### config.mk
export PLATFORM = sky130hd
export DESIGN_NAME = averaged_frequency_counter_flat
export DESIGN_NICKNAME = d
export VERILOG_FILES = /design/src/afc_pkg.sv /design/src/afc_if.sv /design/src/afc_div.sv /design/src/averaged_frequency_counter.sv /design/src/flat_wrapper.sv
export SDC_FILE = /design/constraint.sdc
export NUM_CORES = 1
export LEC_CHECK = 0
export BUFFER_PORTS_ARGS = -buffer_cell sky130_fd_sc_hd__buf_4
export CORE_MARGIN = 2
export CORE_UTILIZATION = 50
export DETAILED_ROUTE_END_ITERATION = 12
export MAX_ROUTING_LAYER = met4
export PLACE_DENSITY = 0.77
export SYNTH_ARGS = -nofsm -noshare
export SYNTH_HDL_FRONTEND = slang
export SYNTH_SLANG_ARGS = --single-unit
### constraint.sdc
create_clock -name i_clk -period 10.8 [get_ports i_clk]
set_input_delay 1.08 -clock i_clk [delete_from_list [all_inputs] [get_ports i_clk]]
set_output_delay 1.08 -clock i_clk [all_outputs]
set_load 0.01 [all_outputs]
### src/afc_pkg.sv
package afc_pkg;

    localparam int TIME_WIDTH_DEF = 26;
    localparam int PERIOD_W       = 26;
    localparam int FREQ_W         = 32;
    localparam int PTA_W          = 8;
    localparam int EDGE_W         = 9;
    localparam int CFG_IDX_W      = 1;
    localparam int CFG_DATA_W     = 26;

    typedef logic [CFG_IDX_W-1:0] t_cfg_idx;

    localparam t_cfg_idx CFG_PERIODS = 1'd0;
    localparam t_cfg_idx CFG_TIMEOUT = 1'd1;

    localparam logic [PTA_W-1:0]    PTA_RESET     = 8'd10;
    localparam logic [PERIOD_W-1:0] TIMEOUT_RESET = 26'd300000;

    // 1e6 us per second times 16 for the q4 fraction
    localparam logic [FREQ_W-1:0] Q4_PER_PERIOD = 32'd16000000;
    localparam logic [FREQ_W-1:0] FREQ_SAT      = {FREQ_W{1'b1}};

    typedef struct packed {
        logic busy;
        logic done;
    } t_div_stat;

endpackage

### src/afc_if.sv
interface afc_in_if;
    logic valid;
    logic ready;
    logic start_req;
    logic edge_req;
    logic us_tick;

    modport source (output valid, output start_req, output edge_req, output us_tick,
                    input ready);
    modport sink (input valid, input start_req, input edge_req, input us_tick,
                  output ready);
endinterface

interface afc_out_if;
    logic                          valid;
    logic                          ready;
    logic                          timed_out;
    logic [afc_pkg::PERIOD_W-1:0]  period_us;
    logic [afc_pkg::FREQ_W-1:0]    frequency_q4;

    modport source (output valid, output timed_out, output period_us, output frequency_q4,
                    input ready);
    modport sink (input valid, input timed_out, input period_us, input frequency_q4,
                  output ready);
endinterface

interface afc_cfg_if;
    logic                           valid;
    logic                           ready;
    logic [afc_pkg::CFG_IDX_W-1:0]  index;
    logic [afc_pkg::CFG_DATA_W-1:0] data;

    modport source (output valid, output index, output data, input ready);
    modport sink (input valid, input index, input data, output ready);
endinterface

### src/afc_div.sv
// restoring divider, one quotient bit per cycle
module afc_div (
    input  logic                          i_clk,
    input  logic                          i_rst_n,
    input  logic                          i_start,
    input  logic [afc_pkg::FREQ_W-1:0]    i_dividend,
    input  logic [afc_pkg::PERIOD_W-1:0]  i_divisor,
    output afc_pkg::t_div_stat            o_stat,
    output logic [afc_pkg::FREQ_W-1:0]    o_quotient
);
    localparam int QW  = afc_pkg::FREQ_W;
    localparam int DW  = afc_pkg::PERIOD_W;
    localparam int CNW = $clog2(QW + 1);

    logic [QW-1:0]  r_quo;
    logic [DW:0]    r_rem;
    logic [DW-1:0]  r_div;
    logic [CNW-1:0] r_cnt;
    logic           r_busy;
    logic           r_done;

    logic [DW:0] rem_sh;
    logic        fits;

    always_comb begin
        rem_sh = {r_rem[DW-1:0], r_quo[QW-1]};
        fits   = (rem_sh >= {1'b0, r_div});
    end

    always_ff @(posedge i_clk) begin
        if (!i_rst_n) begin
            r_busy <= 1'b0;
            r_done <= 1'b0;
        end else if (i_start) begin
            r_quo  <= i_dividend;
            r_rem  <= '0;
            r_div  <= i_divisor;
            r_cnt  <= CNW'(QW);
            r_busy <= 1'b1;
            r_done <= 1'b0;
        end else if (r_busy) begin
            r_rem <= fits ? (rem_sh - {1'b0, r_div}) : rem_sh;
            r_quo <= {r_quo[QW-2:0], fits};
            r_cnt <= r_cnt - CNW'(1);
            if (r_cnt == CNW'(1)) begin
                r_busy <= 1'b0;
                r_done <= 1'b1;
            end
        end
    end

    assign o_stat.busy = r_busy;
    assign o_stat.done = r_done;
    assign o_quotient  = r_quo;

endmodule

### src/averaged_frequency_counter.sv
// Averaging reciprocal frequency counter. Each input beat carries a start, an edge and a
// microsecond tick flag, handled in that order. Start arms a measurement and clears the
// counters; the first edge after start sets the time origin and the edge after
// periods_to_average more periods ends it, giving period_us (first to last edge) and
// frequency_q4 = 16e6 * periods_to_average / period_us with 4 fraction bits, truncated,
// saturated to all ones for a zero period. If the tick count since start reaches timeout_us
// first, a timed-out result with zero fields is sent. Edges and ticks while not armed do
// nothing. Rate: one input beat per clock while measuring; a finished measurement with a
// nonzero period holds the input off while the restoring divider produces one quotient
// bit per cycle. Input ready is also low while a result waits in the
// output register and the output side is stalled. Configuration writes are taken at any
// time and must only be issued while no measurement is running.
module averaged_frequency_counter #(
    parameter int TIME_WIDTH = afc_pkg::TIME_WIDTH_DEF
) (
    input  logic        i_clk,
    input  logic        i_rst_n,
    afc_in_if.sink      i_in,
    afc_out_if.source   o_out,
    afc_cfg_if.sink     i_cfg
);
    localparam int PW    = afc_pkg::PERIOD_W;
    localparam int FW    = afc_pkg::FREQ_W;
    localparam int EW    = afc_pkg::EDGE_W;
    localparam int CMP_W = (TIME_WIDTH > PW) ? TIME_WIDTH : PW;
    localparam logic [TIME_WIDTH-1:0] TIME_MAX = {TIME_WIDTH{1'b1}};
    localparam logic [EW-1:0]         EDGE_MAX = {EW{1'b1}};

    typedef enum logic {
        ST_RUN,
        ST_DIV
    } t_state;

    // configuration registers
    logic [afc_pkg::PTA_W-1:0] r_pta;
    logic [PW-1:0]             r_timeout;

    // measurement state
    t_state                r_state, n_state;
    logic                  r_armed, n_armed;
    logic [EW-1:0]         r_edges, n_edges;
    logic [TIME_WIDTH-1:0] r_since_start, n_since_start;
    logic [TIME_WIDTH-1:0] r_since_first, n_since_first;

    // output register
    logic          r_out_valid, n_out_valid;
    logic          r_out_tmo, n_out_tmo;
    logic [PW-1:0] r_out_per, n_out_per;
    logic [FW-1:0] r_out_freq, n_out_freq;

    // divider hookup
    logic               div_start;
    logic [FW-1:0]      div_num;
    afc_pkg::t_div_stat div_stat;
    logic [FW-1:0]      div_quo;

    logic          out_free;
    logic          in_fire;
    logic          meas_done;
    logic          meas_tmo;
    logic [PW-1:0] meas_per;

    // output register can take a new result this cycle
    assign out_free = !r_out_valid || o_out.ready;
    assign i_in.ready = (r_state == ST_RUN) && out_free;
    assign in_fire = i_in.valid && i_in.ready;
    assign i_cfg.ready = 1'b1;

    // numerator: 16e6 scaled by the period count, always fits in 32 bits
    assign div_num = FW'(FW'(r_pta) * afc_pkg::Q4_PER_PERIOD);

    afc_div u_div (
        .i_clk      (i_clk),
        .i_rst_n    (i_rst_n),
        .i_start    (div_start),
        .i_dividend (div_num),
        .i_divisor  (meas_per),
        .o_stat     (div_stat),
        .o_quotient (div_quo)
    );

    // one input beat: start, then edge, then tick
    always_comb begin
        n_armed       = r_armed;
        n_edges       = r_edges;
        n_since_start = r_since_start;
        n_since_first = r_since_first;
        meas_done     = 1'b0;
        meas_tmo      = 1'b0;
        meas_per      = '0;
        if (in_fire) begin
            if (i_in.start_req) begin
                n_armed       = 1'b1;
                n_edges       = '0;
                n_since_start = '0;
                n_since_first = '0;
            end
            if (i_in.edge_req && n_armed) begin
                if (n_edges == '0) begin
                    n_since_first = '0;
                end
                if (n_edges != EDGE_MAX) begin
                    n_edges = n_edges + EW'(1);
                end
                if (n_edges > EW'(r_pta)) begin
                    n_armed   = 1'b0;
                    meas_done = 1'b1;
                    meas_per  = PW'(n_since_first);
                end
            end
            // a finished measurement has already disarmed, so its tick is dropped
            if (i_in.us_tick && n_armed) begin
                if (n_since_start != TIME_MAX) begin
                    n_since_start = n_since_start + TIME_WIDTH'(1);
                end
                if (n_edges != '0 && n_since_first != TIME_MAX) begin
                    n_since_first = n_since_first + TIME_WIDTH'(1);
                end
                if (CMP_W'(n_since_start) >= CMP_W'(r_timeout) ||
                    n_since_start == TIME_MAX) begin
                    n_armed  = 1'b0;
                    meas_tmo = 1'b1;
                end
            end
        end
    end

    // sequencer and output register
    always_comb begin
        n_state     = r_state;
        n_out_valid = r_out_valid && !o_out.ready;
        n_out_tmo   = r_out_tmo;
        n_out_per   = r_out_per;
        n_out_freq  = r_out_freq;
        div_start   = 1'b0;
        unique case (r_state)
            ST_RUN: begin
                if (meas_tmo) begin
                    n_out_valid = 1'b1;
                    n_out_tmo   = 1'b1;
                    n_out_per   = '0;
                    n_out_freq  = '0;
                end else if (meas_done) begin
                    n_out_tmo = 1'b0;
                    n_out_per = meas_per;
                    if (meas_per == '0) begin
                        // zero period saturates, no division
                        n_out_valid = 1'b1;
                        n_out_freq  = afc_pkg::FREQ_SAT;
                    end else begin
                        // final period goes straight into the divider
                        div_start = 1'b1;
                        n_state   = ST_DIV;
                    end
                end
            end
            ST_DIV: begin
                if (div_stat.done && !div_stat.busy && out_free) begin
                    n_out_valid = 1'b1;
                    n_out_freq  = div_quo;
                    n_state     = ST_RUN;
                end
            end
            default: begin
                n_state = ST_RUN;
            end
        endcase
    end

    always_ff @(posedge i_clk) begin
        if (!i_rst_n) begin
            r_state       <= ST_RUN;
            r_armed       <= 1'b0;
            r_edges       <= '0;
            r_since_start <= '0;
            r_since_first <= '0;
            r_out_valid   <= 1'b0;
            r_pta         <= afc_pkg::PTA_RESET;
            r_timeout     <= afc_pkg::TIMEOUT_RESET;
        end else begin
            r_state       <= n_state;
            r_armed       <= n_armed;
            r_edges       <= n_edges;
            r_since_start <= n_since_start;
            r_since_first <= n_since_first;
            r_out_valid   <= n_out_valid;
            if (i_cfg.valid && i_cfg.ready) begin
                unique case (i_cfg.index)
                    afc_pkg::CFG_PERIODS: r_pta     <= i_cfg.data[afc_pkg::PTA_W-1:0];
                    afc_pkg::CFG_TIMEOUT: r_timeout <= PW'(i_cfg.data);
                    default: ;
                endcase
            end
        end
        r_out_tmo  <= n_out_tmo;
        r_out_per  <= n_out_per;
        r_out_freq <= n_out_freq;
    end

    assign o_out.valid        = r_out_valid;
    assign o_out.timed_out    = r_out_tmo;
    assign o_out.period_us    = r_out_per;
    assign o_out.frequency_q4 = r_out_freq;

endmodule
### src/flat_wrapper.sv
// flat-port wrapper written by rule: the top's interface ports become plain ports
module averaged_frequency_counter_flat 
#(
    parameter int TIME_WIDTH = afc_pkg::TIME_WIDTH_DEF
)
  (i_clk, i_rst_n, i_in_valid, i_in_start_req, i_in_edge_req, i_in_us_tick, i_in_ready, o_out_valid, o_out_timed_out, o_out_period_us, o_out_frequency_q4, o_out_ready, i_cfg_valid, i_cfg_index, i_cfg_data, i_cfg_ready);
  afc_in_if i_in_i ();
  afc_out_if o_out_i ();
  afc_cfg_if i_cfg_i ();
  input  logic i_clk;
  input  logic i_rst_n;
  input wire logic [$bits(i_in_i.valid)-1:0] i_in_valid;
  input wire logic [$bits(i_in_i.start_req)-1:0] i_in_start_req;
  input wire logic [$bits(i_in_i.edge_req)-1:0] i_in_edge_req;
  input wire logic [$bits(i_in_i.us_tick)-1:0] i_in_us_tick;
  output wire logic [$bits(i_in_i.ready)-1:0] i_in_ready;
  output wire logic [$bits(o_out_i.valid)-1:0] o_out_valid;
  output wire logic [$bits(o_out_i.timed_out)-1:0] o_out_timed_out;
  output wire logic [$bits(o_out_i.period_us)-1:0] o_out_period_us;
  output wire logic [$bits(o_out_i.frequency_q4)-1:0] o_out_frequency_q4;
  input wire logic [$bits(o_out_i.ready)-1:0] o_out_ready;
  input wire logic [$bits(i_cfg_i.valid)-1:0] i_cfg_valid;
  input wire logic [$bits(i_cfg_i.index)-1:0] i_cfg_index;
  input wire logic [$bits(i_cfg_i.data)-1:0] i_cfg_data;
  output wire logic [$bits(i_cfg_i.ready)-1:0] i_cfg_ready;
  assign i_in_i.valid = i_in_valid;
  assign i_in_i.start_req = i_in_start_req;
  assign i_in_i.edge_req = i_in_edge_req;
  assign i_in_i.us_tick = i_in_us_tick;
  assign i_in_ready = i_in_i.ready;
  assign o_out_valid = o_out_i.valid;
  assign o_out_timed_out = o_out_i.timed_out;
  assign o_out_period_us = o_out_i.period_us;
  assign o_out_frequency_q4 = o_out_i.frequency_q4;
  assign o_out_i.ready = o_out_ready;
  assign i_cfg_i.valid = i_cfg_valid;
  assign i_cfg_i.index = i_cfg_index;
  assign i_cfg_i.data = i_cfg_data;
  assign i_cfg_ready = i_cfg_i.ready;
  averaged_frequency_counter #(.TIME_WIDTH(TIME_WIDTH)) u_core (.i_clk(i_clk), .i_rst_n(i_rst_n), .i_in(i_in_i), .o_out(o_out_i), .i_cfg(i_cfg_i));
endmodule
# Yosys cells after proc, flatten, opt, wreduce, memory -nomap -nowiden
# Cells that the tools add are included.
# totals
ramBits,0
latchBits,0
register_bits,249
output_inout_bits,62
mem_bits_ro,0
memories,0
wordCells,125
# op_classes
addsub,5
shift,0
n_bitwise,3
n_div,0
muxes,61
magnitude_cmp,3
n_reduce_logical,26
n_mul,1
eq_ne,8
# op_table
cell,n
26-bit two-way mux,18
32-bit two-way mux,6
32-bit case mux with 2 select lines,1
9-bit two-way mux,7
26-bit by 1-bit adder with 26-bit output (second input constant),2
26-bit inequality test (second input constant),2
27-bit by 26-bit >= comparator with 1-bit output,1
26-bit == test (second input constant),1
26-bit >= comparator,1
26-bit logical NOT,1
1-bit two-way mux,26
26-bit subtractor,1
8-bit by 14-bit multiplier with 22-bit output (second input constant),1
2-bit AND reduction,6
9-bit by 1-bit adder with 9-bit output (second input constant),1
9-bit by 8-bit > comparator with 1-bit output,1
9-bit logical NOT,1
9-bit inequality test (second input constant),1
9-bit nonzero test,1
1-bit logical AND,8
6-bit by 1-bit == test with 1-bit output (second input constant),1
6-bit two-way mux,1
6-bit by 1-bit subtractor with 6-bit output (second input constant),1
1-bit case mux with 2 select lines,2
other kinds (9),15

# Logic depth before layout (Yosys ltp)
# logic_depth
depth_word,25
depth_mapped,26
ltp_nobuf,19

# Hierarchy
# Synthesis repeated with hierarchy kept, for this count alone.
# unflattened
hier_cells,1759
area_unflattened_um2,16387.0
# modules_own_cells
mod,cells_per_inst,seq_area_each_um2,instances,area_per_inst_um2
averaged_frequency_counter,1273,3733.6,1,10890.4
afc_div,486,2742.6,1,5496.5

# Worst setup path before layout
# OpenSTA, ideal clock, no wires.
# synth_path
kind,input -> register
startpoint,input port i_in_start_req
endpoint,"register u_core.u_div.r_quo[0] (netlist: u_core.u_div.o_quotient[0]), enable pin"
setup_time_ps,487
arrival_ps,8081
path_slack_ps,2231
path_buffers,7
stages,22
cell_sequence,buf_2 > buf_6 > clkbuf_1 > clkbuf_1 > clkbuf_1 > nor2b_1 > ha_1 > and3_1 > nand3_1 > mux2_2 > ha_1 > and4_1 > nor2b_1 > a2111oi_2 > o21a_1 > nor3_1 > nor3b_2 > nor2b_1 > buf_2 > buf_2 > nor2_1 > nor2_1
# synth_via
elab_chain_len,17
word_cells_on_any_way,44
# synth_rtl
element,line_no,source
start: declaration,flat_wrapper.sv:13,input wire logic [$bits(i_in_i.start_req)-1:0] i_in_start_req;
9-bit two-way mux,averaged_frequency_counter.sv:92,if (i_in.start_req) begin
9-bit two-way mux,averaged_frequency_counter.sv:91,if (in_fire) begin
9-bit by 1-bit adder with 9-bit output / 9-bit inequality test (equally long branches),"averaged_frequency_counter.sv:103, averaged_frequency_counter.sv:102",
9-bit two-way mux,averaged_frequency_counter.sv:102,if (n_edges != EDGE_MAX) begin
9-bit two-way mux,averaged_frequency_counter.sv:98,if (i_in.edge_req && n_armed) begin
9-bit two-way mux,averaged_frequency_counter.sv:91,
9-bit by 8-bit > comparator with 1-bit output,averaged_frequency_counter.sv:105,if (n_edges > EW'(r_pta)) begin
26-bit two-way mux / 1-bit two-way mux (equally long branches),averaged_frequency_counter.sv:105,
26-bit two-way mux / 1-bit two-way mux (equally long branches),averaged_frequency_counter.sv:98,
26-bit two-way mux / 1-bit two-way mux (equally long branches),averaged_frequency_counter.sv:91,
26-bit logical NOT / 1-bit logical AND (equally long branches),"averaged_frequency_counter.sv:146, averaged_frequency_counter.sv:112",
"1-bit two-way mux, on equally long branches","averaged_frequency_counter.sv:146, averaged_frequency_counter.sv:112",
"1-bit two-way mux, on equally long branches","averaged_frequency_counter.sv:143, averaged_frequency_counter.sv:91",
1-bit two-way mux (*),averaged_frequency_counter.sv:138,if (meas_tmo) begin
1-bit two-way mux (*),averaged_frequency_counter.sv:136,unique case (r_state)
2-bit nonzero test (no source line) (*),--,
2-bit AND reduction (no source line) (*),--,
end signal: assignment,afc_div.sv:35,r_quo <= i_dividend;
end signal: assignment,afc_div.sv:43,"r_quo <= {r_quo[QW-2:0], fits};"
end: declaration,afc_div.sv:15,logic [QW-1:0] r_quo;
# Mark *: on every way between the ends. The rest lies on a longest branch, timed or not. The select of a mux whose other input is x is not followed.
# A chain may end at the register's enable or synchronous reset.

# Worst setup path after layout
# layout_path
startpoint,input port i_in_start_req
endpoint,"register u_core.u_div.r_rem[4], enable pin"
# layout_via
elab_chain_len,17
word_cells_on_any_way,44
# layout_rtl
element,line_no,source
9-bit two-way mux,averaged_frequency_counter.sv:92,
9-bit two-way mux,averaged_frequency_counter.sv:91,
9-bit by 1-bit adder with 9-bit output / 9-bit inequality test (equally long branches),"averaged_frequency_counter.sv:103, averaged_frequency_counter.sv:102",
9-bit two-way mux,averaged_frequency_counter.sv:102,
9-bit two-way mux,averaged_frequency_counter.sv:98,
9-bit two-way mux,averaged_frequency_counter.sv:91,
9-bit by 8-bit > comparator with 1-bit output,averaged_frequency_counter.sv:105,
26-bit two-way mux / 1-bit two-way mux (equally long branches),averaged_frequency_counter.sv:105,
26-bit two-way mux / 1-bit two-way mux (equally long branches),averaged_frequency_counter.sv:98,
26-bit two-way mux / 1-bit two-way mux (equally long branches),averaged_frequency_counter.sv:91,
26-bit logical NOT / 1-bit logical AND (equally long branches),"averaged_frequency_counter.sv:146, averaged_frequency_counter.sv:112",
"1-bit two-way mux, on equally long branches","averaged_frequency_counter.sv:146, averaged_frequency_counter.sv:112",
"1-bit two-way mux, on equally long branches","averaged_frequency_counter.sv:143, averaged_frequency_counter.sv:91",
1-bit two-way mux (*),averaged_frequency_counter.sv:138,
1-bit two-way mux (*),averaged_frequency_counter.sv:136,
2-bit nonzero test (no source line) (*),--,
2-bit AND reduction (no source line) (*),--,
end signal: assignment,afc_div.sv:42,"r_rem <= fits ? (rem_sh - {1'b0, r_div}) : rem_sh;"
end: declaration,afc_div.sv:16,logic [DW:0] r_rem;
# Marked as above.

==> metrics <==
Clk Latency, worst-skew pair=0.56 ns; commonest non-fill, non-tap cells in the layout=nand2_1, edfxtp_1, inv_1, nor2_1, ha_1; CP max FO=between 60 and 70; Synth async-reset ratio=0; Synth Area per Inst=9.218 um^2; status=completed; RSZ-0062 raised after global routing=no; Buffers & Inverters on Critical Path=6; Worst Reg-to-Reg Cells=21; critical setup path kind=in -> reg; Synth Area in Compound Gates=0.1682; layout cells sized above 1=0.1300; main combinational cell family by area after synthesis=simple AND/OR/NAND/NOR gates; Worst-Margin Slew=~1.2 ns; Post-CTS Hold Fix Bufs=0; Resized Gates After CTS=0; WP depth=21; synth warn=0; Vias/cell=slightly below 6; Layout Nets=just under 2000; vias in the first global route=12230; max_cap viols=0; vias=12900; Syn Inst Count=approximately 1800; Hold Fails Final Rpt=0; Initial Util=0.5097; total wire length=37800 um; min-delay worst type=reg -> reg; placeable core region=about 0.032 mm^2; Initial DRT Pass Iterations=5; Synth Register Bits=249; Primary FF master, synth=edfxtp_1; worst hold slack=0.4546 ns; Post-Syn Area=between 0.015 and 0.02 mm^2; Ports=97; Layout Skew=roughly 0.022 ns; slew margin rel.=0.1831; Final min period=~7.7 ns; Min-Delay Path Depth=2; Overall Global Routing Usage=0.2305; drt wl/cell=17.05 um; Worst path most repeated cell=buf_4; Area growth, synth to finish=11.67%; commonest non-fill, non-tap cell in the layout=nand2_1; grt ovf=0; PortBufs=between 90 and 100; leakage power=~7.4 nW; worst vdd ir=roughly 0.13 mV; Adder-Cell Fraction of Synth Area=0.1152; Die Width=~180 um; full die area=roughly 0.034 mm^2; final worst slack=just over 3 ns; Die Ht=between 150 and 200 um; H-tree depth=1; arrival time worst endpoint=between 7 and 8 ns; CTS tree=built; sequential area share after synthesis=0.4006; fin. max-slew vios=0; Worst-path clk slew=around 0.060 ns; syn_nets=between 1500 and 2000; worst slack at placement=2.535 ns; fin area=between 0.015 and 0.02 mm^2; post-route ant nets=0; CP max stage delay=0.86 ns; CTS Buf Count=28; CTS root buf=clkbuf_16; xor/xnor cell area share of the yosys netlist=0.02817; worst-path cell chain=buf_4, clkinv_1, nand2_1, inv_1, ha_1, and3_1, nand3_1, mux2_2, ha_1, and4_1, nor2b_1, a2111oi_2, o21a_1, nor3_1, nor3b_4, buf_4, nor2b_4, buf_4, nor2_1, nor2_4, buf_4; DRT iter0 DRCs=between 1000 and 1500; Final period util=0.7158; FP Rows=between 60 and 70; final setup vio count=0; setup bufs post-CTS=0; fmax=roughly 0.13 GHz; Worst setup EP type=register; Max Root-Sink Buffers=3; placed cell areas=about 0.017 mm^2; first-pass GRT wire length=~62000 um; Post-Synth Simple-Gate Area=0.2105; post-synth cell types=slightly above 100; Post-synth EDFFs=about 150; mux share of post-synthesis cell area=0.01408; crit path max-delay cell type=nor2_4; clock tree sinks=approximately 250; CP delay by family, top=simple AND/OR/NAND/NOR gates; DP HPWL=roughly 27000 um; DRC=0; pwr dens=126.9 mW/mm^2; n_diodes=0; WP data required=~11 ns; Setup TNS=0 ns; post-layout util=0.5692; CP Launch Type=input port; initial antenna violation count=0; largest net degree at the start of global routing=86; GP Congestion=around 0.95
-- Yosys cell counts (27+ instances only) --
library cell  number  area share
a21oi_1          106       0.033
a21oi_2           31       0.017
a22oi_1           33       0.015
and2_1            66       0.026
clkbuf_1          62       0.014
dfxtp_1          100        0.12
edfxtp_1         149        0.28
ha_1             120       0.093
inv_1            141       0.033
nand2_1          169       0.039
nand3_1           48       0.015
nand4_1           33       0.013
nor2_1           136       0.032
nor3_1            27      0.0084
o21ai_0           92       0.028
xnor2_1           32       0.017
-- metal layers --
layer | vias up | track usage | part of all wire
met3 | 55 | 0.02991 | 0.059
met5 | - | - | 0
met4 | 0 | 0.05216 | 0.019
met2 | 410 | 0.3784 | 0.48
met1 | 6063 | 0.3055 | 0.44
li1 | 6369 | - | -
-- per-stage QoR --
step,total power (W),cells
6_report,0.002292,2217
4_1_cts,0.002308,2217
3_5_place_dp,0.001260,2165
2_1_floorplan,0.001202,1754
3_3_place_gp,0.001253,2165
5_1_grt,0.002378,2217
-- tightest hold or removal path: stages, from the launching register on --
cell and delay (ns):
dfxtp_1 0.31, nand2_1 0.05, a21oi_1 0.05
-- cell type report --
cell class / count / area (um^2)
clock buffer: 35 / 777.0
tap: 402 / 503.0
timing repair buffer: 107 / 803.3
inverter: 143 / 541.8
clock inverter: 17 / 250.2
multi-input combinational: 1264 / 8702
sequential: 249 / 6477
fill: 2705 / 13660
-- worst paths after layout --
check / startpoint / end / slack, ns
setup / recovery: i_in_start_req / u_core.u_div.r_rem[4] / 3.07
hold / removal: u_core.r_timeout[16] / u_core.r_timeout[16] / 0.45
setup reg to reg: u_core.r_edges[0] / u_core.u_div.r_rem[4] / 4.57
hold reg to reg: u_core.r_timeout[16] / u_core.r_timeout[16] / 0.45
-- where the power goes --
part / switching [W] / total (W) / leakage [nW] / internal (W)
logic: 0.000136 / 0.000228 / 4.71 / 0.0000918
registers: 0.00000900 / 0.00101 / 2.16 / 0.00100
clock network: 0.000415 / 0.00105 / 0.503 / 0.000636
total: 0.000560 / 0.00229 / 7.37 / 0.00173
-- registers in the layout, indices dropped and copies added (netlist names) --
name,flops
u_core.r_state,1
u_core.r_since_start,26
u_core.o_out.frequency_q4,32
u_core.o_out.period_us,26
u_core.r_edges,9
u_core.u_div.r_div,26
u_core.r_since_first,26
u_core.r_armed,1
u_core.r_timeout,26
u_core.o_out.timed_out,1
u_core.u_div.r_busy,1
u_core.u_div.r_rem,26
u_core.r_pta,8
u_core.o_out.valid,1
u_core.u_div.o_quotient,32
u_core.u_div.r_done,1
u_core.u_div.r_cnt,6
-- cells by family after synthesis --
group | count (synthesis)
and+or+nand+nor | 638
adders and majority gates | 138
xor gates and xnor gates | 52
other | 1
DFF | 249
AOI/OAI and AO/OA | 413
muxes | 22
buffers and inverters | 241
Power figures use the tool's default switching activity.
